**config.mk**
```make
export PLATFORM = sky130hd
export DESIGN_NAME = fbm_div
export DESIGN_NICKNAME = d
export VERILOG_FILES = /design/src/hdl/fbm_pkg.sv /design/src/hdl/fbm_div.sv
export SDC_FILE = /design/constraint.sdc
export NUM_CORES = 2
export LEC_CHECK = 0
export BUFFER_PORTS_ARGS = -buffer_cell sky130_fd_sc_hd__buf_2
export CAP_MARGIN = 5
export CORE_MARGIN = 3
export CORE_UTILIZATION = 35
export CTS_CLUSTER_SIZE = 10
export DETAILED_ROUTE_END_ITERATION = 10
export GPL_TIMING_DRIVEN = 1
export SYNTH_ARGS = -nofsm -noshare
export SYNTH_HDL_FRONTEND = slang
export SYNTH_SLANG_ARGS = --single-unit
```
**constraint.sdc**
```tcl
create_clock -name clk -period 3.9 [get_ports clk]
set_input_delay 0.78 -clock clk [delete_from_list [all_inputs] [get_ports clk]]
set_output_delay 0.78 -clock clk [all_outputs]
set_load 0.01 [all_outputs]
```
**src/hdl/fbm_pkg.sv**
```systemverilog
// Shared constants and types for the 3D fractal value noise pipeline.
// No dependencies; imported by every module of the block.
`default_nettype none

package fbm_pkg;

    localparam int MAX_OCTAVES = 8;
    localparam int FRAC_BITS   = 16;
    localparam int POS_W       = 32 + FRAC_BITS;
    localparam int ACC_W       = 32;
    localparam int CV_W        = 24;
    localparam int WGT_W       = FRAC_BITS + 1;
    localparam int QUO_W       = 17;

    localparam logic [31:0] HASH_MUL_X = 32'd374761393;
    localparam logic [31:0] HASH_MUL_Y = 32'd668265263;
    localparam logic [31:0] HASH_MUL_Z = 32'd2147483647;
    localparam logic [31:0] HASH_MUL_S = 32'd144665;
    localparam logic [31:0] HASH_MIX   = 32'd1274126177;
    localparam logic [17:0] SCALE_Q16  = 18'd133038;
    localparam logic [31:0] SEED_STEP  = 32'd101;
    localparam logic [23:0] CORNER_MAX = 24'hffffff;

    localparam logic [0:0] REG_NOISE_SEED   = 1'b0;
    localparam logic [0:0] REG_OCTAVE_COUNT = 1'b1;

    // One item as it moves from octave to octave.
    typedef struct packed {
        logic [POS_W-1:0] px;
        logic [POS_W-1:0] py;
        logic [POS_W-1:0] pz;
        logic [ACC_W-1:0] acc;
    } oct_bus_t;

endpackage

`default_nettype wire

```
**src/hdl/fbm_div.sv**
```systemverilog
// Pipelined restoring divider, one quotient bit per stage, for the normalization.
// Depends on fbm_pkg.
`default_nettype none

module fbm_div (
    input  logic                      clk,
    input  logic                      rst_n,
    input  logic                      adv,
    input  logic                      in_vld,
    input  logic [fbm_pkg::ACC_W-1:0] acc,
    input  logic [31:0]               den,
    output logic                      out_vld,
    output logic [fbm_pkg::QUO_W-1:0] quo
);
    import fbm_pkg::*;

    logic [QUO_W-1:0] vld_reg;
    logic [31:0]      rem_reg [QUO_W];
    logic [QUO_W-1:0] quo_reg [QUO_W];
    logic [32:0]      trial [QUO_W];
    logic [QUO_W-1:0] ge;

    // The numerator is acc shifted up by 16; since acc never exceeds den the
    // first step sees acc itself and later steps shift in zeros.
    always_comb
    begin
        for (int j = 0; j < QUO_W; j++)
        begin
            trial[j] = (j == 0) ? {1'b0, acc} : {rem_reg[(j == 0) ? 0 : j-1], 1'b0};
            ge[j]    = trial[j] >= {1'b0, den};
        end
    end

    always_ff @(posedge clk or negedge rst_n)
    begin
        if (!rst_n)
        begin
            vld_reg <= '0;
        end
        else if (adv)
        begin
            vld_reg <= {vld_reg[QUO_W-2:0], in_vld};
        end
    end

    always_ff @(posedge clk)
    begin
        if (adv)
        begin
            for (int j = 0; j < QUO_W; j++)
            begin
                rem_reg[j] <= ge[j] ? 32'(trial[j] - {1'b0, den}) : trial[j][31:0];
                quo_reg[j] <= (j == 0) ? QUO_W'(ge[j])
                                       : {quo_reg[(j == 0) ? 0 : j-1][QUO_W-2:0], ge[j]};
            end
        end
    end

    assign out_vld = vld_reg[QUO_W-1];
    assign quo     = quo_reg[QUO_W-1];

endmodule

`default_nettype wire

```
==> results.json <==
{
  "regArea_mm2": 0.0204,
  "synthFlopType": "edfxtp_1",
  "combPwrFrac": 0.598,
  "async_flop_share": 0.0249,
  "grt_max_degree": 66,
  "grt_pass1_wl_um": 239000,
  "core_mm2": 0.148,
  "vias": 44044,
  "critPathCaptureType": "flip-flop",
  "arrival_ns": 4.16,
  "rsz0062_at_grt": "no",
  "synth_cells": 5299,
  "start_kind": "input port",
  "synth.area.top_cells": "edfxtp_1 (38%), ha_1 (13%), a21oi_1 (4.6%), o21ai_0 (4.5%), a21o_1 (4.2%)",
  "clockPowerShare": 0.135,
  "drv_slew": 0,
  "multi_input_area_mm2": 0.0308,
  "dr.pass1.iters": 8,
  "relSlewSlack": 0.558,
  "synth-seq-area-share": 0.391,
  "grt_overflow": 0,
  "p_per_area_mw_per_mm2": 847,
  "portBuffers": 85,
  "syn_nets": 5926,
  "p_leak_nw": 28.1,
  "route.detailed.drc": 0,
  "avgSynthCellArea_um2": 9.85,
  "dpl-instance-area_mm2": 0.0631,
  "hold_violations": 0,
  "wirelength_um": 152000,
  "p_int_mw": 33.8,
  "ctsHtreeMaxLevel": 3,
  "power_mw": 55.7,
  "post-route-util": 0.444,
  "setup_viol": 0,
  "final_cell_mix": "buf_4 (929), edfxtp_1 (665), ha_1 (533)",
  "cts-root-buf": "clkbuf_16",
  "maxCapViolCount": 0,
  "netlist_area_mm2": 0.0522,
  "final_area_mm2": 0.0657,
  "drt-met1-wl_um": 69400,
  "vias_per_cell": 5.30,
  "clock_latency_ns": 0.68,
  "synth.distinct_cells": 93,
  "largest_register_ffs": 512,
  "tritoncts": "built",
  "route.met2.wl_um": 72400,
  "die_h_um": 392,
  "yosysWarnings": 0,
  "cts_sinks": 682,
  "fillers": 14055,
  "dp.cells": 8159,
  "antenna_found_initial": 4,
  "rows": 141,
  "fin_cells": 8304,
  "hp-class": "input port to flip-flop",
  "die_w_um": 392,
  "max_freq_mhz": 268,
  "yosysTopAreaCellShare": 0.383,
  "place_congestion": 0.914,
  "ys_ff_latch": 682,
  "peakVddDrop_mv": 0.364,
  "grt_pass1_vias": 43403,
  "worstPathRequired_ns": 4.33,
  "path_class": "input port to flip-flop",
  "drive_gt1_frac": 0.232,
  "switching_share": 0.393,
  "yosysTopAreaCell": "edfxtp_1",
  "clk_pin_slew_ns": 0.05,
  "area_growth_pct": 25.9,
  "layout_worst_path_cycle_share": 0.955,
  "final_common_cell": "buf_4",
  "tns_ns": 0,
  "min_period_ns": 3.72,
  "maxUsedRoutingLayer": "met4",
  "crit_fanout": 12,
  "clockBufferDepth": 3,
  "power_frac_seq": 0.267,
  "initial_core_util": 0.353,
  "synth_edf_count": 665,
  "switchingPower_mw": 21.9,
  "cts_buffers": 86,
  "hpwl_um": 120000,
  "status": "complete, no violations",
  "fin_nets": 6946,
  "place_ws_ns": -0.496,
  "io_pins": 86,
  "grt_usage": 0.196,
  "fin_hold_ws_ns": 0.343,
  "clock_skew_ns": 0.0220,
  "ant_nets": 0,
  "tightestPinTransition_ns": 0.655,
  "dieArea_mm2": 0.154,
  "drt_iter0_drc": 2966,
  "wl_met3_um": 6390,
  "wl_per_cell_um": 18.3,
  "setup_ws_ns": 0.175
}
[cell type report]
class                   count  area share
diodes                      2   0.0000762
multi-input cells        4298       0.469
repair buffers           1086       0.135
clock buffers             117      0.0358
well taps                1930      0.0367
flip-flops and latches    682       0.310
inverters                 165      0.0100
clock inverters            24     0.00333
[cell families (layout without fill, tap and decap cells)]
kind of cell	after synthesis	count (layout)	synth area share
xor gates and xnor gates	425	425	0.0713
and+or+nand+nor	1365	1365	0.123
muxes	210	210	0.0453
adders and majority gates	559	559	0.136
buffers and inverters	319	1392	0.0249
other	0	2	0
AOI/OAI and AO/OA	1739	1739	0.208
DFF	682	682	0.391
[final timing paths]
path	from	end	slack [ns]	depth (start not counted)
setup / recovery	den[1]	rem_reg[0][478]	0.18	16
max in group asynchronous	rst_n	vld_reg[15]	3.08	2
min in group asynchronous	rst_n	vld_reg[0]	0.55	2
setup reg to reg	rem_reg[0][0]	rem_reg[0][35]	0.28	14
hold reg to reg	quo_reg[6][0]	quo_reg[7][1]	0.40	0
hold / removal	in_vld	vld_reg[0]	0.34	2
[synthesized netlist by cell type, drive strengths merged, types with 11 or more instances]
| master | instances |
|---|---|
| a211oi | 39 |
| a21boi | 30 |
| a21o | 289 |
| a21oi | 483 |
| a221oi | 15 |
| a311oi | 13 |
| a31oi | 48 |
| a41oi | 12 |
| and2 | 28 |
| and3 | 37 |
| and4 | 11 |
| buf | 41 |
| clkbuf | 113 |
| dfrtp | 17 |
| edfxtp | 665 |
| fa | 16 |
| ha | 543 |
| inv | 165 |
| mux2 | 199 |
| mux2i | 11 |
| nand2 | 516 |
| nand2b | 75 |
| nand3 | 89 |
| nand4 | 80 |
| nor2 | 294 |
| nor2b | 85 |
| nor3 | 65 |
| o211ai | 19 |
| o21a | 60 |
| o21ai | 496 |
| o21bai | 73 |
| o31a | 11 |
| o31ai | 43 |
| o41ai | 12 |
| or2 | 21 |
| or3 | 22 |
| xnor2 | 220 |
| xor2 | 205 |
[power by group through the flow]
stage,Sequential (mW),Clock [mW],Combinational [mW]
floorplan,13.8,0,21.8
global placement,15.0,0,32.4
detailed placement,15.0,0,32.9
CTS,14.9,7.78,33.2
global route,15.1,8.04,37.1
finish,14.8,7.52,33.3
[timing repair]
item	4_1_cts	5_1_grt
endpoints found under the hold margin	17	0
setup buffers	0	1
hold buffers	1	0
setup endpoints to repair	0	14
gates resized for setup	0	3
[metal layers]
metal,global-route usage,vias up
met5,0,-
met1,0.259,20960
met4,0.0545,0
met2,0.335,880
met3,0.0252,230
li1,-,21974
[worst max-delay path: stages]
cell and delay (ns):
buf_2 0.12, buf_4 0.22, buf_4 0.18, fa_1 0.43, nor2b_1 0.16, o31a_1 0.18
o21a_1 0.19, o21bai_1 0.11, a211oi_1 0.46, o311ai_1 0.21, buf_4 0.17, a211oi_1 0.30
or4_1 0.16, o21ai_0 0.09, xnor2_1 0.14, mux2_2 0.26
Power figures use the tool's default switching activity.
